===== src/hdl/sdt_pkg.sv =====
// ----------------------------------------------------------------------------
// sdt_pkg
// Shared widths, constants and cell state types for the spontaneous
// deformation tensor unit.
// ----------------------------------------------------------------------------
package sdt_pkg;

  // cell counts
  localparam int CB_CELLS   = 22;
  localparam int SQ_CELLS   = 21;
  localparam int DV_CELLS   = 22;
  localparam int SIN_CELLS  = 4;
  localparam int COS_CELLS  = 5;
  localparam int HRN_STAGES = 3;

  // Q.30 series widths
  localparam int R2_W  = 30;
  localparam int T_W   = 31;
  localparam int U_W   = 30;
  localparam int DIV_W = 7;
  localparam int RCP_W = 32;

  localparam logic [T_W-1:0] ONE_Q30 = 31'h4000_0000;

  localparam logic signed [34:0] HALFPI_Q30 = 35'sd1686629713;
  localparam logic signed [34:0] LIM_Q30    = 35'sd843314856;

  // Taylor divisors and floor(2^32 / d)
  localparam logic [DIV_W-1:0] SIN_DIV [0:SIN_CELLS-1] = '{7'd72, 7'd42, 7'd20, 7'd6};
  localparam logic [RCP_W-1:0] SIN_RCP [0:SIN_CELLS-1] =
    '{32'd59652323, 32'd102261126, 32'd214748364, 32'd715827882};
  localparam logic [DIV_W-1:0] COS_DIV [0:COS_CELLS-1] =
    '{7'd90, 7'd56, 7'd30, 7'd12, 7'd2};
  localparam logic [RCP_W-1:0] COS_RCP [0:COS_CELLS-1] =
    '{32'd47721858, 32'd76695844, 32'd143165576, 32'd357913941, 32'd2147483648};

  // cube root cell: radicand shifts out three bits per cell
  typedef struct packed {
    logic [65:0] rad;
    logic [21:0] y;
    logic [43:0] y2;
    logic [47:0] rem;
  } cb_st_t;

  // square root cell: two bits per cell
  typedef struct packed {
    logic [41:0] rad;
    logic [20:0] y;
    logic [22:0] rem;
  } sq_st_t;

  // restoring divide cell: one quotient bit per cell
  typedef struct packed {
    logic [21:0] src;
    logic [20:0] d;
    logic [21:0] q;
    logic [21:0] rem;
  } dv_st_t;

endpackage


===== src/hdl/sdt_div_cell.sv =====
// ----------------------------------------------------------------------------
// sdt_div_cell
// One quotient bit of a restoring divide; the divisor travels with the beat.
// ----------------------------------------------------------------------------
module sdt_div_cell #(
  parameter int SIDE_W = 1
) (
  input  logic                 clk,
  input  sdt_pkg::dv_st_t      st_i,
  input  logic [SIDE_W-1:0]    side_i,
  output sdt_pkg::dv_st_t      st_o,
  output logic [SIDE_W-1:0]    side_o
);

  sdt_pkg::dv_st_t   st_r, st_nxt;
  logic [SIDE_W-1:0] side_r;
  logic [21:0]       rem_sh, diff;
  logic              take;

  always_comb begin
    // remainder stays below the divisor, so its top bit is always clear
    rem_sh     = {st_i.rem[20:0], st_i.src[21]};
    take       = rem_sh >= {1'b0, st_i.d};
    diff       = rem_sh - {1'b0, st_i.d};
    st_nxt.src = {st_i.src[20:0], 1'b0};
    st_nxt.d   = st_i.d;
    st_nxt.q   = {st_i.q[20:0], take};
    st_nxt.rem = take ? diff : rem_sh;
  end

  always_ff @(posedge clk) begin
    st_r   <= st_nxt;
    side_r <= side_i;
  end

  assign st_o   = st_r;
  assign side_o = side_r;

endmodule


===== config.mk =====
export PLATFORM = sky130hd
export DESIGN_NAME = sdt_div_cell
export DESIGN_NICKNAME = d
export VERILOG_FILES = /design/src/hdl/sdt_pkg.sv /design/src/hdl/sdt_div_cell.sv
export SDC_FILE = /design/constraint.sdc
export NUM_CORES = 1
export LEC_CHECK = 0
export ABC_AREA = 1
export BUFFER_PORTS_ARGS = -buffer_cell sky130_fd_sc_hd__buf_2
export CAP_MARGIN = 10
export CORE_UTILIZATION = 33
export CTS_CLUSTER_SIZE = 16
export DETAILED_ROUTE_END_ITERATION = 10
export SLEW_MARGIN = 20
export SYNTH_ARGS = -nofsm -noshare
export SYNTH_HDL_FRONTEND = slang
export SYNTH_SLANG_ARGS = --single-unit

===== constraint.sdc =====
create_clock -name clk -period 2.5 [get_ports clk]
set_clock_uncertainty 0.2 [all_clocks]
set_input_delay 0 -clock clk [delete_from_list [all_inputs] [get_ports clk]]
set_output_delay 0 -clock clk [all_outputs]
set_load 0.02 [all_outputs]

== Word-level counts from Yosys, hierarchy flattened ==
Cells that the tools add are included.

* Logic and storage cells: 8
* Flip-flop bits (word level): 87
* Bits of input ports: 89

* $lt $le $gt $ge: 1
* Mux-type cells: 1
* Add/subtract/negate cells: 1

{| class="wikitable"
|+ Operators by type and width
! cell !! number
|-
| 22-bit by 21-bit >= comparator with 1-bit output || 1
|-
| 22-bit two-way mux || 1
|-
| 22-bit by 21-bit subtractor with 22-bit output || 1
|}

== Depth between registers and ports, before layout ==
* Depth after elaboration: 2
* Mapped depth: 16
* Gate-level depth less buffers: 15

== Least setup slack after synthesis ==
OpenSTA, ideal clock, no wires.

* Path type: input-to-reg
* Start: input port st_i[86] in the netlist's numbering
* End: register st_r (netlist bit st_o[20])
* Stages: 15
* Library setup time: 0.113 ns
* Buffers on the path: 1
* Setup slack: 0.759 ns
* Arrival: 1.428 ns
* Cells stage by stage: inv_1 > ha_1 > inv_1 > fa_1 > nand2_1 > nand2_1 > nand3_2 > nand2_2 > nand2_2 > nand2_2 > nand2_2 > nand2_4 > buf_6 > nand3_1 > nand2_1

{| class="wikitable"
|+ RTL lines
! item !! line !! source
|-
| start, declared || sdt_div_cell.sv:9 || <nowiki>input sdt_pkg::dv_st_t st_i,</nowiki>
|-
| end signal, assigned || sdt_div_cell.sv:32 || <nowiki>st_r <= st_nxt;</nowiki>
|-
| end, declared || sdt_div_cell.sv:15 || <nowiki>sdt_pkg::dv_st_t st_r, st_nxt;</nowiki>
|}

==> impl_results.md <==
* Total congestion overflow at 0
* Critical path buffer and inverter count at 6
* Worst path max stage delay at 0.53 ns
* Status: complete, no violations
* Post-synthesis xor/xnor area fraction at 0.0187
* Post-synth top cells: nand2_1, dfxtp_1, inv_1
* P_leak at 3.26 nW
* Largest family of logic cells by synthesized area: simple AND/OR/NAND/NOR gates
* Number of unique standard cell types used by synthesis at 30
* Root buffer cell: clkbuf_16
* Cell row count at 38
* Leading cell type by number of instances after synthesis: nand2_1
* Tcrit/Tclk final at 0.922
* Buffers on Ports at 173
* Sequential power share at 0.395
* Area Overhead vs Synth at 59.0%
* Critical path class: input port to flop
* First-pass DRT Iterations at 4
* # clock sinks at 87
* Drt initial violations at 105
* Antenna-violating nets left at 0
* DP HPWL at 8310 um
* Cells along the critical path: dlygate4sd3_1, buf_2, inv_1, ha_1, inv_1, fa_2, nand2_1, nand2_1, nand3_2, nand2_2, nand2_2, nand2_2, nand2_2, nand2_8, inv_4, buf_12, nand2_1, nand2_1
* Post-synth EDFFs at 0
* Fillers at 1036
* Seq/Total Area, Yosys at 0.466
* Max Buffers Root-to-Sink at 2
* CP required at 2.58 ns
* Simple-Gate Fraction of Synth Area at 0.307
* Syn Area/Cell at 7.70 sq um
* Routed WL at 11600 um
* Vias per cell at 4.24
* Mux contribution to synthesized area at 0
* Cell taking the most area after synthesis: dfxtp_1
* Sum Neg Setup Slack at 0 ns
* Die Ht at 108 um
* Logic pwr share at 0.245
* Crit path max fanout at 16
* Delay-heaviest family, CP: buffers and inverters
* Power Internal at 2.72 mW
* NetSw at 1.18 mW
* Inst Count DP at 797
* Largest net degree at the start of global routing at 17
* Layout cell share with drive strength beyond 1 at 0.306
* Core area at 10900 sq um
* Finished Layout Cells at 899
* DIE AREA at 11800 sq um
* Flops & latches, synth at 87
* Crit path capture type: flop
* RSZ-0062 raised after global routing: false
* DIE WIDTH at 108 um
* Via count at 3814
* # DRC at 0
* Avg WL per Cell at 13.0 um
* Worst Path Arrival at 2.39 ns
* Global Route Usage Sum at 0.200
* Share of the synthesized area in the top cell type at 0.466
* Tmin final at 2.30 ns
* Cells after Synth at 486
* Max-cap viol count at 0
* Synth top area cells: dfxtp_1, nand2_1, inv_1
* Final Hold Vio Count at 0
* Adder-cell share of the synthesized area at 0.0756
* CTS tree: yes
* Antenna Cells at 0
* Number of global-route vias before repair at 3802
* Sw Ratio at 0.303
* Max H-tree Level at 3
* Gpl congestion at 0.836
* Endpoints failing setup at 0
* Postcts setup bufs at 0
* Syn Nets at 597
* Post-Syn Area at 3740 sq um
* Compound-cell area share of the yosys netlist at 0.0261
* Max VDD drop at 0.733 mV
* Max-slew violations at 0
* Ys async rst share at 0
* Initial antenna violation count at 0
* Clock share of power at 0.359
* Fmax achieved at 434 MHz
* Synth Warn # at 0
* IO Count at 177
* Ys flop type: dfxtp_1
* CTS clk-pin slew, worst paths at 0.07 ns
* Min-delay worst type: input port to flop
* Initial Utilization at 0.342
* NumNets Final at 865
* Num CTS Buffers at 9
* Worst Setup Start Kind: input port
* Slowest stage cell, crit path: dlygate4sd3_1
* Power Density at 657 nW/um^2
* First-pass GRT wire length at 17800 um
[final timing paths]
kind	start	end	slack, ns	depth (start not counted)
worst max-delay path	st_i[86]	st_o[2]	0.20	18
worst min-delay path	st_i[25]	st_o[26]	0.1	2
[state kept, by name, summed over array words and instances, names as in the netlist]
signal / count
st_o: 86
side_o: 1
[placed cells by master (no fill, tap or decap), drive strengths merged]
cell         count
xor2             8
o21a             1
nand4            3
fa               1
or2              2
clkinvlp         1
and2             2
bufinv           1
nor3             3
nand3b           5
a21oi           14
o21ai            1
dlygate4sd3     86
inv             89
nand2          188
clkbuf          10
nor2            27
clkinv           1
ha              21
dfxtp           87
conb             1
nand3           31
buf            176
[power by group through the flow]
stage	logic (mW)	registers [mW]	clock network [mW]
finish	0.959	1.54	1.40
global route	1.06	1.55	1.49
CTS	0.959	1.54	1.45
detailed placement	0.849	1.57	0
global placement	0.844	1.57	0
floorplan	0.387	1.74	0
[metrics by stage]
step | hold slack (ns) | area, sq um | total power, mW | utilization | setup WS, ns
detailed placement | -0.0964 | 4760 | 2.42 | 0.435 | 0.294
global route | 0.0972 | 5950 | 4.11 | 0.544 | 0.00911
CTS | 0.0769 | 5930 | 3.95 | 0.543 | 0.122
finish | 0.0951 | 5950 | 3.91 | 0.544 | 0.196
global placement | -0.0972 | 4760 | 2.42 | 0.435 | 0.365
floorplan | -0.172 | 3740 | 2.12 | - | 0.759
[cells by family after synthesis]
kind of cell | Yosys count
other | 1
DFF | 87
xor gates and xnor gates | 8
and+or+nand+nor | 261
adders and majority gates | 22
AOI/OAI and AO/OA | 16
buffers and inverters | 91
[per-layer routing]
metal  track usage  wire length [um]  vias up
met5             0                 0        -
met4        0.0695               161        0
met3        0.0464               790       10
met2         0.375              5860      126
met1         0.217              4840     1678
li1              -                 -     2000
[cell type report]
class                           count  area [sq um]  share of cell area
Inverter                           86           325              0.0547
Timing Repair Buffer              262          1780               0.299
Clock inverter                      6          75.1              0.0126
Tap cell                          140           175              0.0294
Sequential cell                    87          1740               0.293
Multi-Input combinational cell    308          1610               0.271
Clock buffer                       10           239              0.0402
[repair_timing]
item                                    CTS  global route
hold endpoints to repair                 86             0
gates resized for setup                   0             3
endpoints found under the setup margin    0            20
hold buffers                             86             0
Power figures use the tool's default switching activity.
