[config.mk]
export PLATFORM = sky130hd
export DESIGN_NAME = sdt_cbrt_cell
export DESIGN_NICKNAME = d
export VERILOG_FILES = /design/src/hdl/sdt_pkg.sv /design/src/hdl/sdt_cbrt_cell.sv
export SDC_FILE = /design/constraint.sdc
export NUM_CORES = 1
export LEC_CHECK = 0
export BUFFER_PORTS_ARGS = -buffer_cell sky130_fd_sc_hd__buf_2
export CORE_AREA = 2 2 153 155
export CTS_BUF_LIST = sky130_fd_sc_hd__clkbuf_8
export DETAILED_ROUTE_END_ITERATION = 12
export DIE_AREA = 0 0 155 157
export PLACE_DENSITY = 0.92
export REMOVE_ABC_BUFFERS = 1
export SYNTH_ARGS = -nofsm -noshare
export SYNTH_HDL_FRONTEND = slang
export SYNTH_SLANG_ARGS = --single-unit
[constraint.sdc]
create_clock -name clk -period 11.4 [get_ports clk]
set_input_delay 2.28 -clock clk [delete_from_list [all_inputs] [get_ports clk]]
set_output_delay 2.28 -clock clk [all_outputs]
set_load 0.05 [all_outputs]
[src/hdl/sdt_pkg.sv]
// ----------------------------------------------------------------------------
// sdt_pkg
// Shared widths, constants and cell state types for the spontaneous
// deformation tensor unit.
// ----------------------------------------------------------------------------
package sdt_pkg;

  // cell counts
  localparam int CB_CELLS   = 22;
  localparam int SQ_CELLS   = 21;
  localparam int DV_CELLS   = 22;
  localparam int SIN_CELLS  = 4;
  localparam int COS_CELLS  = 5;
  localparam int HRN_STAGES = 3;

  // Q.30 series widths
  localparam int R2_W  = 30;
  localparam int T_W   = 31;
  localparam int U_W   = 30;
  localparam int DIV_W = 7;
  localparam int RCP_W = 32;

  localparam logic [T_W-1:0] ONE_Q30 = 31'h4000_0000;

  localparam logic signed [34:0] HALFPI_Q30 = 35'sd1686629713;
  localparam logic signed [34:0] LIM_Q30    = 35'sd843314856;

  // Taylor divisors and floor(2^32 / d)
  localparam logic [DIV_W-1:0] SIN_DIV [0:SIN_CELLS-1] = '{7'd72, 7'd42, 7'd20, 7'd6};
  localparam logic [RCP_W-1:0] SIN_RCP [0:SIN_CELLS-1] =
    '{32'd59652323, 32'd102261126, 32'd214748364, 32'd715827882};
  localparam logic [DIV_W-1:0] COS_DIV [0:COS_CELLS-1] =
    '{7'd90, 7'd56, 7'd30, 7'd12, 7'd2};
  localparam logic [RCP_W-1:0] COS_RCP [0:COS_CELLS-1] =
    '{32'd47721858, 32'd76695844, 32'd143165576, 32'd357913941, 32'd2147483648};

  // cube root cell: radicand shifts out three bits per cell
  typedef struct packed {
    logic [65:0] rad;
    logic [21:0] y;
    logic [43:0] y2;
    logic [47:0] rem;
  } cb_st_t;

  // square root cell: two bits per cell
  typedef struct packed {
    logic [41:0] rad;
    logic [20:0] y;
    logic [22:0] rem;
  } sq_st_t;

  // restoring divide cell: one quotient bit per cell
  typedef struct packed {
    logic [21:0] src;
    logic [20:0] d;
    logic [21:0] q;
    logic [21:0] rem;
  } dv_st_t;

endpackage

[src/hdl/sdt_cbrt_cell.sv]
// ----------------------------------------------------------------------------
// sdt_cbrt_cell
// One digit step of the integer cube root; keeps y and y^2 so no multiplier.
// ----------------------------------------------------------------------------
module sdt_cbrt_cell #(
  parameter int SIDE_W = 1
) (
  input  logic                 clk,
  input  sdt_pkg::cb_st_t      st_i,
  input  logic [SIDE_W-1:0]    side_i,
  output sdt_pkg::cb_st_t      st_o,
  output logic [SIDE_W-1:0]    side_o
);

  sdt_pkg::cb_st_t   st_r, st_nxt;
  logic [SIDE_W-1:0] side_r;
  logic [21:0]       y_d;
  logic [43:0]       y2_d;
  logic [50:0]       rem_sh, trial, diff;
  logic              take;

  always_comb begin
    y_d    = {st_i.y[20:0], 1'b0};
    y2_d   = {st_i.y2[41:0], 2'b00};
    rem_sh = {st_i.rem, st_i.rad[65:63]};
    // 3*y'^2 + 3*y' + 1
    trial  = {6'b0, y2_d, 1'b0} + {7'b0, y2_d} + {28'b0, y_d, 1'b0}
           + {29'b0, y_d} + 51'd1;
    take   = rem_sh >= trial;
    diff   = rem_sh - trial;
    st_nxt.rad = {st_i.rad[62:0], 3'b000};
    st_nxt.y   = y_d | {21'b0, take};
    st_nxt.y2  = take ? (y2_d + {21'b0, y_d, 1'b0} + 44'd1) : y2_d;
    st_nxt.rem = take ? diff[47:0] : rem_sh[47:0];
  end

  always_ff @(posedge clk) begin
    st_r   <= st_nxt;
    side_r <= side_i;
  end

  assign st_o   = st_r;
  assign side_o = side_r;

endmodule

# Word level (Yosys, flattened, before mapping)
# Cells that the tools add are included.
[word_totals] ff_bits=178 latch_bits=0 mem_bits_rw=0 romBits=0 inputBits=182 out_inout_bits=181 word_cells=17 memories=0
[op_classes] n_addsub=7 multipliers=0 div=0 magnitude_cmp=1 eq_ne=0 n_shift=0 n_mux=2 bitwise=1 reduce_logical=0
[op_table] operator="$ge 51x49->1" n=1
[op_table] operator="$add 48x1->49 const B" n=1
[op_table] operator="$add 47x22->48" n=1
[op_table] operator="$mux 48" n=1
[op_table] operator="$sub 48x48->48" n=1
[op_table] operator="$add 46x23->47" n=1
[op_table] operator="$add 45x44->46" n=1
[op_table] operator="$add 44x1->44 const B" n=1
[op_table] operator="$add 44x23->44" n=1
[op_table] operator="$mux 44" n=1
[op_table] operator="$or 22x1->22" n=1

# Depth between registers and ports, before layout
[logic_depth] ltp_word=6 depth_mapped=30 mapped_depth_nobuf=27

# Worst setup path after synthesis
# No wires, ideal clock.
[synth_path] kind="input -> register" startpoint="input port st_i[50] (netlist bit)" endpoint="register st_r, in the netlist st_o[1]" setup_ns=0.123 arrival_time_ns=8.001 required_ns=11.277 path_slack_ns=3.276 path_stages=28 cell_sequence="inv_1 -> fa_1 -> inv_1 -> fa_1 -> ha_1 -> fa_1 -> a21oi_1 -> nor2_1 -> o31ai_1 -> a21oi_1 -> or2_2 -> a21boi_0 -> o21bai_1 -> a21oi_1 -> o21ai_0 -> xnor2_1 -> ha_1 -> clkbuf_1 -> a21o_1 -> a21o_1 -> a21o_1 -> a31o_2 -> a21oi_1 -> nor2_1 -> nor4_4 -> buf_6 -> buf_6 -> mux2_1"
[synth_rtl] item="from (decl)" line_no="sdt_cbrt_cell.sv:9" text="input sdt_pkg::cb_st_t st_i,"
[synth_rtl] item="to (signal assigned)" line_no="sdt_cbrt_cell.sv:38" text="st_r <= st_nxt;"
[synth_rtl] item="to (decl)" line_no="sdt_cbrt_cell.sv:15" text="sdt_pkg::cb_st_t st_r, st_nxt;"

==> summary.txt <==
Die
  • Num rows: 55
  • Die ar.: 24,300 um2
  • Core ar.: 22,500 um2
  • Die Ht: 157 um
  • Starting Density: 0.534
  • I/O pins: 363
  • Die W: 155 um

Detailed routing
  • DR WL met2: 16,600 um
  • Max Used Layer: met5
  • Routed len/inst: 16.7 um
  • Remaining DRCs: 0
  • Via count: 11,087
  • DR vias/cell: 5.55
  • Iteration count of the initial detailed-routing pass: 6
  • Met3 wire length: 2360 um
  • DR iter-0 viols: 637
  • Overall routed net length: 33,400 um
  • Antenna Nets Post-Route: 0
  • M1 WL: 12,900 um

Setup path
  • CP delay by family, top: compound AO/OA/AOI/OAI gates
  • Most used cell, CP: a21oi_1
  • Critical path class: input pin to flop
  • Worst Setup End Kind: flop
  • Crit path buffers/inverters: 5
  • Worst setup path start: st_i[49]
  • CP required: 11.77 ns
  • Crit path launch type: input pin
  • Critical path's largest stage delay: 0.53 ns
  • Worst-path fanout max: 51
  • Crit-path slowest cell: fa_1
  • Arrival time worst endpoint: 9.33 ns

Power and ir drop
  • Clock Power Share: 0.135
  • Sequential share of power: 0.229
  • Internal power: 1.68 mW
  • Max VDD drop: 0.118 mV
  • Combinational group share of total power: 0.636
  • Net Sw Frac: 0.511
  • Pwr/cell area: 238 nW/um2
  • Post-layout total power: 3.43 mW
  • Switch Pwr: 1.75 mW
  • Pleak: 7.33 nW

Synthesis
  • Share of the synthesized area in the top cell type: 0.295
  • Synth top cells by count: 177 x dfxtp_1, 153 x ha_1, 123 x nand2_1
  • Adder-cell share of the synthesized area: 0.231
  • Xor/xnor cell area share of the yosys netlist: 0.0846
  • Dominant synthesized flop cell: dfxtp_1
  • Simple-Gate Fraction of Synth Area: 0.134
  • Synthesized area: 12,000 um2
  • EDFF count, synth: 0
  • Post-synthesis compound-gate area fraction: 0.200
  • Mapped Cells: 1,347
  • Most common cell in the netlist: dfxtp_1
  • Seq/Total Area, Yosys: 0.295
  • Yosys top cell by area: dfxtp_1
  • FFs w/ async S/R, synth: 0
  • Yosys cell types: 65
  • Largest cells by area after synthesis: dfxtp_1 30%, ha_1 16%, fa_1 7.2%
  • Post-synthesis mux area share: 0.00823
  • Main combinational cell family by area after synthesis: adder cells
  • Number of synthesized register bits: 177
  • Syn Area/Cell: 8.91 um2
  • Yosys warning count: 0

Placed design
  • Post-DP Area: 14,000 um2
  • DP Wirelength: 27,400 um
  • Placed instance count: 1,962
  • Global placement routability congestion: 0.893
  • I/O Buffers: 355

Layout
  • Multi-input logic area: 7910 um2
  • Area delta synth->final: 20.3%
  • Fill cells: 1,856
  • Layout Cells excl Fill: 1,997
  • Core Util, Final: 0.642
  • Nets: 2,074
  • Share of cells above drive strength 1: 0.240
  • Register Area: 3540 um2
  • Post-layout instance area: 14,400 um2

GRT
  • Antenna violations before repair: 6
  • Largest net degree at the start of global routing: 52
  • First-pass GRT wire length: 51,800 um
  • Total track usage: 0.267
  • Vias in the first global route: 10,890
  • Grt total ovfl: 0

Job
  • Max_cap viols: 0

Timing
  • Setup_tns: 0 ns
  • Pins Over Slew Limit: 0
  • Final Hold Fails: 0
  • Final setup vio count: 0
  • Post-route minimum period: 8.96 ns
  • Fin crit share: 0.786
  • Slew HR: 0.360
  • Worst slew pin tran: 0.953 ns
  • RSZ-0062 raised after global routing: no
  • Fmax achieved: 112 MHz

CTS
  • Clock sink total: 177
  • CTS Buf Count: 17
  • CTS tree: built
  • Reg clk slew, reported paths: 0.12 ns
  • Post-CTS setup buffers: 0
  • Root Driver: clkbuf_8
  • CTS resizes: 0
  • H-tree depth: 4
  • Cts hold-fix bufs: 0
  • Clk buf depth: 2

Worst hold path
  • Hold Crit Class: input pin to flop
  • Hold Path Origin: st_i[166]

Run status
  • Outcome: finished, final reports clean
[cell families after synthesis]
logic type | count (synthesis)
muxes | 9
DFF | 177
adders and majority gates | 196
buffers and inverters | 135
xor gates and xnor gates | 116
and+or+nand+nor | 331
other | 1
AOI/OAI and AO/OA | 382
[registers in the layout (all words and copies together), names as in the netlist]
register  cells
side_o        1
st_o        176
[cell type report]
| type | instances | share of cell area |
|---|---|---|
| diodes | 3 | 0.000520 |
| clock inverters | 14 | 0.0126 |
| well taps | 285 | 0.0247 |
| clock buffers | 18 | 0.0172 |
| repair buffers | 359 | 0.125 |
| multi-input cells | 1038 | 0.548 |
| flip-flops and latches | 177 | 0.245 |
| inverters | 103 | 0.0268 |
[worst paths after layout]
kind / to / cells after the start
hold / removal: st_o[169]$_DFF_P_ / 1
setup / recovery: st_o[51]$_DFF_P_ / 28
[power groups by stage]
stage	clock network, mW	logic, mW	registers (mW)
2_1_floorplan	0	1.22	1.23
6_report	0.463	2.18	0.787
3_3_place_gp	0	2.10	0.796
4_1_cts	0.475	2.16	0.787
3_5_place_dp	0	2.15	0.800
5_1_grt	0.496	2.37	0.796
[cells in the final DEF, fill, tap and decap left out, drive strengths merged, types with 4 or more instances in the layout]
cell type    n
buf        359
dfxtp      177
ha         153
nand2      123
inv        110
o21ai      108
a21oi      100
a21o        72
xnor2       61
nor2        60
xor2        55
fa          43
nand3       30
and3        24
nor3        19
clkbuf      18
o21a        16
a31oi       15
nand2b      14
nand4       14
nor2b       13
o21bai      12
o211ai      10
a211oi       8
o31ai        7
clkinv       7
mux2         7
and2         6
nor3b        6
and4         6
or2          5
a21boi       5
nor4         5
a31o         4
conb         4
[through the flow]
stage | setup slack [ns] | hold WS [ns]
after CTS | 2.46 | 1.86
after global routing | 1.99 | 1.85
after floorplan | 0.482 | 2.31
final | 2.44 | 1.89
after detailed placement | 1.94 | 2.38
after global placement | 2.11 | 2.38
[layer usage]
layer	global-route usage	up-vias
li1	-	5444
met1	0.289	5155
met2	0.486	386
met3	0.0710	96
met4	0.127	6
met5	0	-
(Power assumes the default switching activity.)
