===== src/hdl/sdt_pkg.sv =====
// ----------------------------------------------------------------------------
// sdt_pkg
// Shared widths, constants and cell state types for the spontaneous
// deformation tensor unit.
// ----------------------------------------------------------------------------
package sdt_pkg;

  // cell counts
  localparam int CB_CELLS   = 22;
  localparam int SQ_CELLS   = 21;
  localparam int DV_CELLS   = 22;
  localparam int SIN_CELLS  = 4;
  localparam int COS_CELLS  = 5;
  localparam int HRN_STAGES = 3;

  // Q.30 series widths
  localparam int R2_W  = 30;
  localparam int T_W   = 31;
  localparam int U_W   = 30;
  localparam int DIV_W = 7;
  localparam int RCP_W = 32;

  localparam logic [T_W-1:0] ONE_Q30 = 31'h4000_0000;

  localparam logic signed [34:0] HALFPI_Q30 = 35'sd1686629713;
  localparam logic signed [34:0] LIM_Q30    = 35'sd843314856;

  // Taylor divisors and floor(2^32 / d)
  localparam logic [DIV_W-1:0] SIN_DIV [0:SIN_CELLS-1] = '{7'd72, 7'd42, 7'd20, 7'd6};
  localparam logic [RCP_W-1:0] SIN_RCP [0:SIN_CELLS-1] =
    '{32'd59652323, 32'd102261126, 32'd214748364, 32'd715827882};
  localparam logic [DIV_W-1:0] COS_DIV [0:COS_CELLS-1] =
    '{7'd90, 7'd56, 7'd30, 7'd12, 7'd2};
  localparam logic [RCP_W-1:0] COS_RCP [0:COS_CELLS-1] =
    '{32'd47721858, 32'd76695844, 32'd143165576, 32'd357913941, 32'd2147483648};

  // cube root cell: radicand shifts out three bits per cell
  typedef struct packed {
    logic [65:0] rad;
    logic [21:0] y;
    logic [43:0] y2;
    logic [47:0] rem;
  } cb_st_t;

  // square root cell: two bits per cell
  typedef struct packed {
    logic [41:0] rad;
    logic [20:0] y;
    logic [22:0] rem;
  } sq_st_t;

  // restoring divide cell: one quotient bit per cell
  typedef struct packed {
    logic [21:0] src;
    logic [20:0] d;
    logic [21:0] q;
    logic [21:0] rem;
  } dv_st_t;

endpackage


===== src/hdl/sdt_sqrt_cell.sv =====
// ----------------------------------------------------------------------------
// sdt_sqrt_cell
// One digit step of the integer square root.
// ----------------------------------------------------------------------------
module sdt_sqrt_cell #(
  parameter int SIDE_W = 1
) (
  input  logic                 clk,
  input  sdt_pkg::sq_st_t      st_i,
  input  logic [SIDE_W-1:0]    side_i,
  output sdt_pkg::sq_st_t      st_o,
  output logic [SIDE_W-1:0]    side_o
);

  sdt_pkg::sq_st_t   st_r, st_nxt;
  logic [SIDE_W-1:0] side_r;
  logic [24:0]       rem_sh, trial, diff;
  logic              take;

  always_comb begin
    rem_sh     = {st_i.rem, st_i.rad[41:40]};
    trial      = {2'b00, st_i.y, 2'b01};
    take       = rem_sh >= trial;
    diff       = rem_sh - trial;
    st_nxt.rad = {st_i.rad[39:0], 2'b00};
    st_nxt.y   = {st_i.y[19:0], take};
    st_nxt.rem = take ? diff[22:0] : rem_sh[22:0];
  end

  always_ff @(posedge clk) begin
    st_r   <= st_nxt;
    side_r <= side_i;
  end

  assign st_o   = st_r;
  assign side_o = side_r;

endmodule


===== config.mk =====
export PLATFORM = sky130hd
export DESIGN_NAME = sdt_sqrt_cell
export DESIGN_NICKNAME = d
export VERILOG_FILES = /design/src/hdl/sdt_pkg.sv /design/src/hdl/sdt_sqrt_cell.sv
export SDC_FILE = /design/constraint.sdc
export NUM_CORES = 1
export LEC_CHECK = 0
export BUFFER_PORTS_ARGS = -buffer_cell sky130_fd_sc_hd__clkbuf_2
export CAP_MARGIN = 20
export CORE_UTILIZATION = 49
export DETAILED_ROUTE_END_ITERATION = 8
export PLACE_DENSITY_LB_ADDON = 0.08
export RECOVER_POWER = 25
export SETUP_SLACK_MARGIN = 0.05
export SLEW_MARGIN = 20
export SYNTH_ARGS = -nofsm -noshare
export SYNTH_HDL_FRONTEND = slang
export SYNTH_SLANG_ARGS = --single-unit

===== constraint.sdc =====
create_clock -name clk -period 5.1 [get_ports clk]
set_input_delay 0.51 -clock clk [delete_from_list [all_inputs] [get_ports clk]]
set_output_delay 0.51 -clock clk [all_outputs]
set_load 0.03 [all_outputs]

# --- Word-level counts from Yosys, hierarchy flattened ---
# Cells that the tools add are included.
word_totals:
  reg_bits: 85
  word_cells: 7
classes:
  n_addsub: 1
  n_lt_le_gt_ge: 1
  mux: 1
op_table:
  columns: ["op", "count"]
  rows:
  - ["$ge A25 B23 Y1", 1]
  - ["$mux W23", 1]
  - ["$sub A23 B23 Y23", 1]

# --- Logic depth before layout (Yosys ltp) ---
# Gate-level depths: netlist of run 1.
depth:
  depth_word: 2
  mapped_depth: 12
  depth_no_buf: 9

# --- Worst setup path after synthesis of run 1 ---
# Ideal clock, no wire load.
synth_timing:
  kind: "input-to-reg"
  from: "in st_i[35] (netlist bit)"
  to: "reg st_r (netlist bit st_o[10])"
  setup_ps: 121
  arrival_time_ps: 2619
  setup_slack_ps: 2360
  cell_stages: 12
  cell_sequence: "inv_1 > ha_1 > buf_6 > a21o_4 > a31oi_4 > o32ai_2 > o31ai_4 > and2_1 > buf_6 > inv_6 > buf_12 > mux2_4"
synth_lines:
  columns: ["item", "line_no", "text"]
  rows:
  - ["from (decl)", "sdt_sqrt_cell.sv:9", "input sdt_pkg::sq_st_t st_i,"]
  - ["to (signal assigned)", "sdt_sqrt_cell.sv:31", "st_r <= st_nxt;"]
  - ["to (decl)", "sdt_sqrt_cell.sv:15", "sdt_pkg::sq_st_t st_r, st_nxt;"]

==> results of run 1 <==
[critical path, delay by kind of cell]
| kind | cells | cell delay [ps] |
|---|---|---|
| compound gates | 4 | 1060 |
| simple gates | 1 | 480 |
| fa+ha+maj | 1 | 450 |
| mux | 1 | 330 |
| buf+inv | 2 | 270 |
[cell type report]
class	instances	area, sq um
Fill cell	585	2270
Sequential cell	85	1700
Multi-Input combinational cell	209	1620
Timing Repair Buffer	172	861
Clock buffer	10	138
Inverter	31	121
Tap cell	96	120
Clock inverter	6	45.0
[stage by stage]
stage / cells / worst slack (ps) / util, %
final: 609 / 2200 / 67.0
after global routing: 609 / 2070 / 67.0
after CTS: 609 / 2210 / 67.0
after detailed placement: 593 / 1830 / 64.4
after global placement: 593 / 1850 / 64.4
after floorplan: 338 / 2360 / -
[sequential cells by signal, summed over array words and instances (netlist names)]
signal	cells
st_o	84
side_o	1
[final timing paths]
kind                      from        to  slack, ps  cells after the start
worst max-delay path  st_i[14]  st_o[14]       2200                      9
worst min-delay path  st_i[80]  st_o[82]        260                      1
[metal layers]
layer	wire length [microns]	GRT usage (%)	part of all wire, %
met1	3640	27.1	42
met2	4200	39.6	48
met3	672	6.19	7.8
met4	157	8.94	1.8
met5	0	0	0
[power by group]
group / total [uW] / switching [uW] / internal, uW / leakage [uW]
clock network: 434 / 241 / 193 / 0.0000853
registers: 749 / 17.3 / 732 / 0.000717
logic: 485 / 307 / 179 / 0.00155
total: 1670 / 565 / 1100 / 0.00235
[logic make-up after synthesis]
logic type	share of synthesized area [%]
flip-flops	48.2
AND/OR/NAND/NOR	11.4
AO/OA/AOI/OAI	15.3
buffers and inverters	6.03
adder cells (fa/ha/maj)	8.16
multiplexers	6.85
XOR/XNOR	3.97
other	0.106
[synth_stat cells (5+ instances only)]
master and number:
a21o_1 6, a21oi_1 17, clkbuf_1 5, dfxtp_1 85, ha_1 23, inv_1 30
mux2_2 9, mux2_4 8, nand2_1 16, nand3_1 10, nand4_1 7, nor2_1 15
nor3_1 6, o21a_1 5, o21ai_0 16, xnor2_1 11, xor2_1 5
==> impl_metrics.ini, run 1 <==
[status]
status = completed

[routing]
detail_route.first_pass.iterations = 4
viasPerCell = 4.98
antenna_left = 0
routed-via-count = 3034
drc_errors = 0
routed_wl_microns = 8670
drtIter0Drc = 104
wl_per_cell_microns = 14.2

[floorplanning]
start_util_pct = 51.3
io_pins = 175
dieArea_sq_mm = 0.00754
fp.dieH_microns = 86.8
rows = 30
core_sq_mm = 0.00687
die_x_microns = 86.8

[synth]
netlist_area_sq_mm = 0.00353
synth_async_sr_flop_share_pct = 0
synth.avg_cell_area_sq_um = 10.5
synthDistinctLibCells = 58
synth_top_flop_cell = dfxtp_1
syn_inst = 337
yosys_warnings = 0
synth_area_leaders = dfxtp_1, ha_1, mux2_4
synth_top_area_share_pct = 48.2
seq_area_frac_synth_pct = 48.2
synth_edf_count = 0
yosysTopAreaCell = dfxtp_1
synth_seq_cells = 85

[clock_tree]
clock_tree.buffer_depth = 2
cts.sink_count = 85
path_clk_slew_ps = 80
cts_tree = yes
root_buffer = clkbuf_8
cts_setup_buffers = 0
numCtsBuffers = 9
hold_buffers = 0
cts_resized = 0
htree_levels = 3

[power]
vdd_drop_max_mv = 0.165
power_density_mw_per_mm2 = 362
power_uw = 1670
leakagePower_uw = 0.00235

[layout]
diodes = 0
nets = 619
layout-drive-gt1-share_pct = 42.3
fin_area_sq_mm = 0.00460
final_common_cell = clkbuf_2
syn2layout_area_growth_pct = 30.5
final_cell_mix = clkbuf_2, dfxtp_1, inv_1

[flow_run]
cap_violations = 0

[timing]
drv_slew = 0
finalHoldViolCount = 0
fmax_mhz = 345
whs_ps = 257
tightestPinTransition_ps = 554
fin_crit_ps = 2900
finalSetupTns_ps = 0
relSlewSlack_pct = 62.7
setup_viol = 0
grt_setup_unrepaired = no
fin_crit_sh_pct = 56.8

[grt]
grt_max_degree = 17
grt_util_all_layers_pct = 23.0
grt-ovfl-total = 0
grt_first_pass_wirelength_microns = 13500
antenna_found_initial = 0
first_global_vias = 2811

[placed_design]
gp_congestion = 0.867
hpwl_microns = 7000
place_area_sq_mm = 0.00442
port_buffers = 172

[setup_path]
startpoint_type = input pin
required_ps = 5330
critPathMaxStageDelay_ps = 480
crit_fanout = 16
crit_type = input pin to register
cp-end-kind = register
cp_cell_sequence = clkbuf_2, ha_1, a21o_1, a31oi_4, o32ai_2, o31ai_4, and2_1, inv_6, mux2_4
cp_slowest_cell = and2_1
arrival_ps = 3120

[worst_hold_path]
hold_path.class = input pin to register
No activity file was read; power rests on OpenSTA's default activity.
==> inputs of run 2 (changes only) <==
--- a/config.mk
+++ b/config.mk
@@ -7,7 +7,7 @@
 export LEC_CHECK = 0
 export BUFFER_PORTS_ARGS = -buffer_cell sky130_fd_sc_hd__clkbuf_2
 export CAP_MARGIN = 20
-export CORE_UTILIZATION = 49
+export CORE_UTILIZATION = 46
 export DETAILED_ROUTE_END_ITERATION = 8
 export PLACE_DENSITY_LB_ADDON = 0.08
 export RECOVER_POWER = 25
==> constraint.sdc (replaced) <==
create_clock -name clk -period 2.8 [get_ports clk]
set_input_delay 0.28 -clock clk [delete_from_list [all_inputs] [get_ports clk]]
set_output_delay 0.28 -clock clk [all_outputs]
set_load 0.03 [all_outputs]
==> run 2 against run 1 <==
Against the previous run: largest power group unchanged; count of clock-buffer cells in the layout down 1; critical path type unchanged; first-iteration DRC count down 12%; total power up 87%.
==> impl_metrics.ini, run 2 (synthesis results as in run 1) <==
[status]
status = completed

[routing]
viasPerCell = 4.94
routed_wl_microns = 8570
wl_per_cell_microns = 13.8
drtIter0Drc = 92
detail_route.first_pass.iterations = 4
routed-via-count = 3068
antenna_left = 0
drc_errors = 0

[timing]
fin_crit_ps = 2240
setup_ws_ps = 556
tightestPinTransition_ps = 500
drv_slew = 0
fin_crit_sh_pct = 80.2
finalSetupTns_ps = 0
setup_viol = 0
finalHoldViolCount = 0
relSlewSlack_pct = 66.3
fmax_mhz = 446
grt_setup_unrepaired = no

[floorplanning]
fp.dieH_microns = 89.6
io_pins = 175
die_x_microns = 89.6
dieArea_sq_mm = 0.00802
core_sq_mm = 0.00733
rows = 31
start_util_pct = 48.1

[setup_path]
arrival_ps = 2480
required_ps = 3030
startpoint_type = input pin
cp-end-kind = register
critPathMaxStageDelay_ps = 390
cp_slowest_cell = a221oi_2
crit_type = input pin to register
crit_fanout = 16
cp_cell_sequence = clkbuf_1, inv_1, ha_1, o21ai_0, a221oi_2, o21a_1, o2111ai_2, and2_1, inv_6, mux2_2

[clock_tree]
cts.sink_count = 85
htree_levels = 3
clock_tree.buffer_depth = 2
root_buffer = clkbuf_8
cts_setup_buffers = 0
cts_tree = yes
numCtsBuffers = 9
path_clk_slew_ps = 90
cts_resized = 0
hold_buffers = 0

[grt]
grt_first_pass_wirelength_microns = 12900
grt_util_all_layers_pct = 21.2
antenna_found_initial = 0
grt_max_degree = 17
grt-ovfl-total = 0
first_global_vias = 2679

[layout]
final_cell_mix = clkbuf_2, dfxtp_1, inv_1
diodes = 0
layout-drive-gt1-share_pct = 42.7
nets = 629
fill_cells = 626
largest_reg_flops = 84
syn2layout_area_growth_pct = 33.0
final_common_cell = clkbuf_2

[placed_design]
place_ws_ps = 213
hpwl_microns = 7020
gp_congestion = 0.850
port_buffers = 172

[flow_run]
cap_violations = 0

[power]
leakagePower_uw = 0.00239
vdd_drop_max_mv = 0.315
power_density_mw_per_mm2 = 665

[worst_hold_path]
min_to = st_o[61]
hp-start = st_i[59]
hold_path.class = input pin to register
min_path_cells = 1
## run 2: cell count changes in the layout (fill, tap and decap cells not counted), sizes merged
cell | previous run | this run
clkinv | 1 | 0
clkbuf | 182 | 181
buf | 0 | 10
bufinv | 0 | 1
## run 2: cell type report
type | count | area (sq um) | share of cell area [%]
Clock buffer | 9 | 124 | 2.64
Clock inverter | 6 | 72.6 | 1.55
Inverter | 31 | 121 | 2.59
Multi-Input combinational cell | 209 | 1620 | 34.5
Sequential cell | 85 | 1700 | 36.3
Tap cell | 99 | 124 | 2.64
Timing Repair Buffer | 182 | 932 | 19.9
## run 2: power by group
part | switching [uW] | total [uW] | leakage (uW) | internal [uW]
combinational | 559 | 897 | 0.00159 | 338
sequential | 32.9 | 1370 | 0.000717 | 1330
clock | 443 | 859 | 0.0000899 | 416
## run 2: layer usage
metal  track usage, %  share of wire (%)  vias up
met5                0                  0        -
met4             6.35                1.3        0
met3             6.65                7.9       10
met2             36.3                 48      127
met1             25.5                 42     1396
li1                 -                  -     1535
## run 2: worst max-delay path by stage
stage               startpoint  endpoint  slack, ps  cells past startpoint
detailed placement    st_i[23]  st_o[19]        210                     10
global route          st_i[38]   st_o[4]        410                      9
floorplan             st_i[35]  st_o[10]        290                     12
finish                st_i[23]   st_o[4]        560                     10
CTS                   st_i[23]  st_o[19]        580                     10
global placement      st_i[23]  st_o[19]        240                     10
## run 2: through the flow
step / power (uW) / instance area (sq um) / instances / util, % / hold WS (ps)
2_1_floorplan: 2020 / 3530 / 338 / - / 308
3_3_place_gp: 2280 / 4500 / 606 / 61.4 / 382
3_5_place_dp: 2290 / 4500 / 606 / 61.4 / 384
4_1_cts: 3160 / 4700 / 621 / 64.1 / 9.96
5_1_grt: 3290 / 4690 / 621 / 64.0 / 1.95
6_report: 3120 / 4690 / 621 / 64.0 / 27.1
## run 2: worst max-delay path, delay by kind of cell
kind | cells | cell delay (ps)
buf+inv | 3 | 330
simple gates | 1 | 240
compound gates | 4 | 930
mux | 1 | 370
fa+ha+maj | 1 | 330
==> inputs of run 3 (changes only) <==
--- a/config.mk
+++ b/config.mk
@@ -7,7 +7,7 @@
 export LEC_CHECK = 0
 export BUFFER_PORTS_ARGS = -buffer_cell sky130_fd_sc_hd__clkbuf_2
 export CAP_MARGIN = 20
-export CORE_UTILIZATION = 46
+export CORE_UTILIZATION = 41
 export DETAILED_ROUTE_END_ITERATION = 8
 export PLACE_DENSITY_LB_ADDON = 0.08
 export RECOVER_POWER = 25
==> constraint.sdc (replaced) <==
create_clock -name clk -period 2.05 [get_ports clk]
set_input_delay 0.205 -clock clk [delete_from_list [all_inputs] [get_ports clk]]
set_output_delay 0.205 -clock clk [all_outputs]
set_load 0.03 [all_outputs]
==> run 3 against run 2 <==
Against the previous run: clock power up 37%; total power grew 46%; global-route usage rose by 0.92 points; combinational power grew 67%; utilization rose by 7.6 points; worst hold slack improved by 38 ps; critical path depth is the same; critical endpoint is now st_o[7]; largest power group unchanged.
==> impl_metrics.ini, run 3 (synthesis results as in run 1) <==
[status]
status = completed

[floorplanning]
start_util_pct = 42.7
dieArea_sq_mm = 0.00898
rows = 33
io_pins = 175
die_x_microns = 94.8
core_sq_mm = 0.00826
fp.dieH_microns = 94.8

[power]
power_density_mw_per_mm2 = 770
vdd_drop_max_mv = 0.421
leakagePower_uw = 0.00295

[setup_path]
crit_buf_inv = 3
crit_fanout = 16
arrival_ps = 2180
crit_family = simple AND/OR/NAND/NOR gates
cp_cell_sequence = clkbuf_2, inv_12, ha_4, and4_4, nand4_1, nor4_2, o31ai_4, and2_4, inv_8, mux2_2
required_ps = 2300
crit_type = input pin to register
critPathMaxStageDelay_ps = 380
startpoint_type = input pin
cp-end-kind = register
cp_slowest_cell = nor4_2

[timing]
fin_crit_sh_pct = 93.9
whs_ps = 64.8
fin_crit_ps = 1920
finalSetupTns_ps = 0
setup_viol = 0
finalHoldViolCount = 0
grt_setup_unrepaired = no
fmax_mhz = 520
drv_slew = 0

[flow_run]
cap_violations = 0

[clock_tree]
cts.sink_count = 85
numCtsBuffers = 9
path_clk_slew_ps = 90
clock_tree.buffer_depth = 2
root_buffer = clkbuf_8
cts_tree = yes
htree_levels = 3

[grt]
grt_first_pass_wirelength_microns = 15400
antenna_found_initial = 0
grt_util_all_layers_pct = 22.2
grt-ovfl-total = 0
first_global_vias = 3445
grt_max_degree = 19

[layout]
syn2layout_area_growth_pct = 67.6
fin_util_pct = 71.6
nets = 750
final_common_cell = clkbuf_2
layout-drive-gt1-share_pct = 46.7
final_cell_mix = clkbuf_2, dfxtp_1, buf_4
largest_reg_flops = 84
fin_cells = 749
diodes = 0

[routing]
antenna_left = 0
drtIter0Drc = 108
routed-via-count = 3541
routed_wl_microns = 9680
wl_per_cell_microns = 12.9
viasPerCell = 4.73
detail_route.first_pass.iterations = 4
drc_errors = 0

[worst_hold_path]
hold_path.class = input pin to register
min_path_cells = 1
hp-start = st_i[35]
min_to = st_o[36]

[placed_design]
hpwl_microns = 7180
place_inst = 672
gp_congestion = 0.934
port_buffers = 172
==> run 3: cell count changes in the layout (fill, tap and decap cells not counted), moves of 3 or more <==
cell	delta
ha_4	+9
dlygate4sd3_1	+60
inv_1	-4
inv_8	+3
o21ai_0	-3
buf_4	+61
inv_2	+3
ha_1	-9
==> run 3: through the flow <==
step                      cell area [sq um]  worst slack, ps  power [uW]
after detailed placement               5110             -257        3310
final                                  5910              125        4550
after CTS                              5910              116        4580
after floorplan                        3700             -230        2810
after global placement                 5110             -230        3290
after global routing                   5910             40.7        4790
==> run 3: what timing repair did <==
| action | CTS | global route |
|---|---|---|
| resized for setup | 0 | 2 |
| endpoints found under the hold margin | 60 | 0 |
| hold buffers | 60 | 0 |
| setup buffers | 0 | 1 |
| endpoints found under the setup margin | 0 | 6 |
==> run 3: per-layer routing <==
metal / part of all wire, % / GRT usage [%]
met4: 1.7 / 8.46
met1: 42 / 25.1
met3: 6.1 / 4.99
met2: 51 / 40.1
met5: 0 / 0
==> run 3: cell type report <==
cell class              count  area (sq um)
clock buffers               9           124
fillers                   667          2350
flip-flops and latches     85          1700
well taps                 105           131
inverters                  31           136
multi-input cells         209          1760
clock inverters             7          75.1
repair buffers            303          1990
==> run 3: how the worst max path moves through the flow <==
| stage | startpoint | endpoint | slack (ps) | depth (start not counted) |
|---|---|---|---|---|
| 2_1_floorplan | st_i[35] | st_o[10] | -230 | 12 |
| 5_1_grt | st_i[28] | st_o[17] | 40 | 10 |
| 6_report | st_i[35] | st_o[7] | 130 | 10 |
| 3_5_place_dp | st_i[38] | st_o[18] | -260 | 10 |
| 3_3_place_gp | st_i[29] | st_o[7] | -230 | 10 |
| 4_1_cts | st_i[38] | st_o[18] | 120 | 10 |
==> run 3: power by group <==
part           leakage (uW)  internal (uW)  total (uW)  switching, uW
Clock             0.0000985            482        1180            700
Sequential         0.000717           1820        1870           46.8
Combinational       0.00213            679        1500            824
Total               0.00295           2980        4550           1570
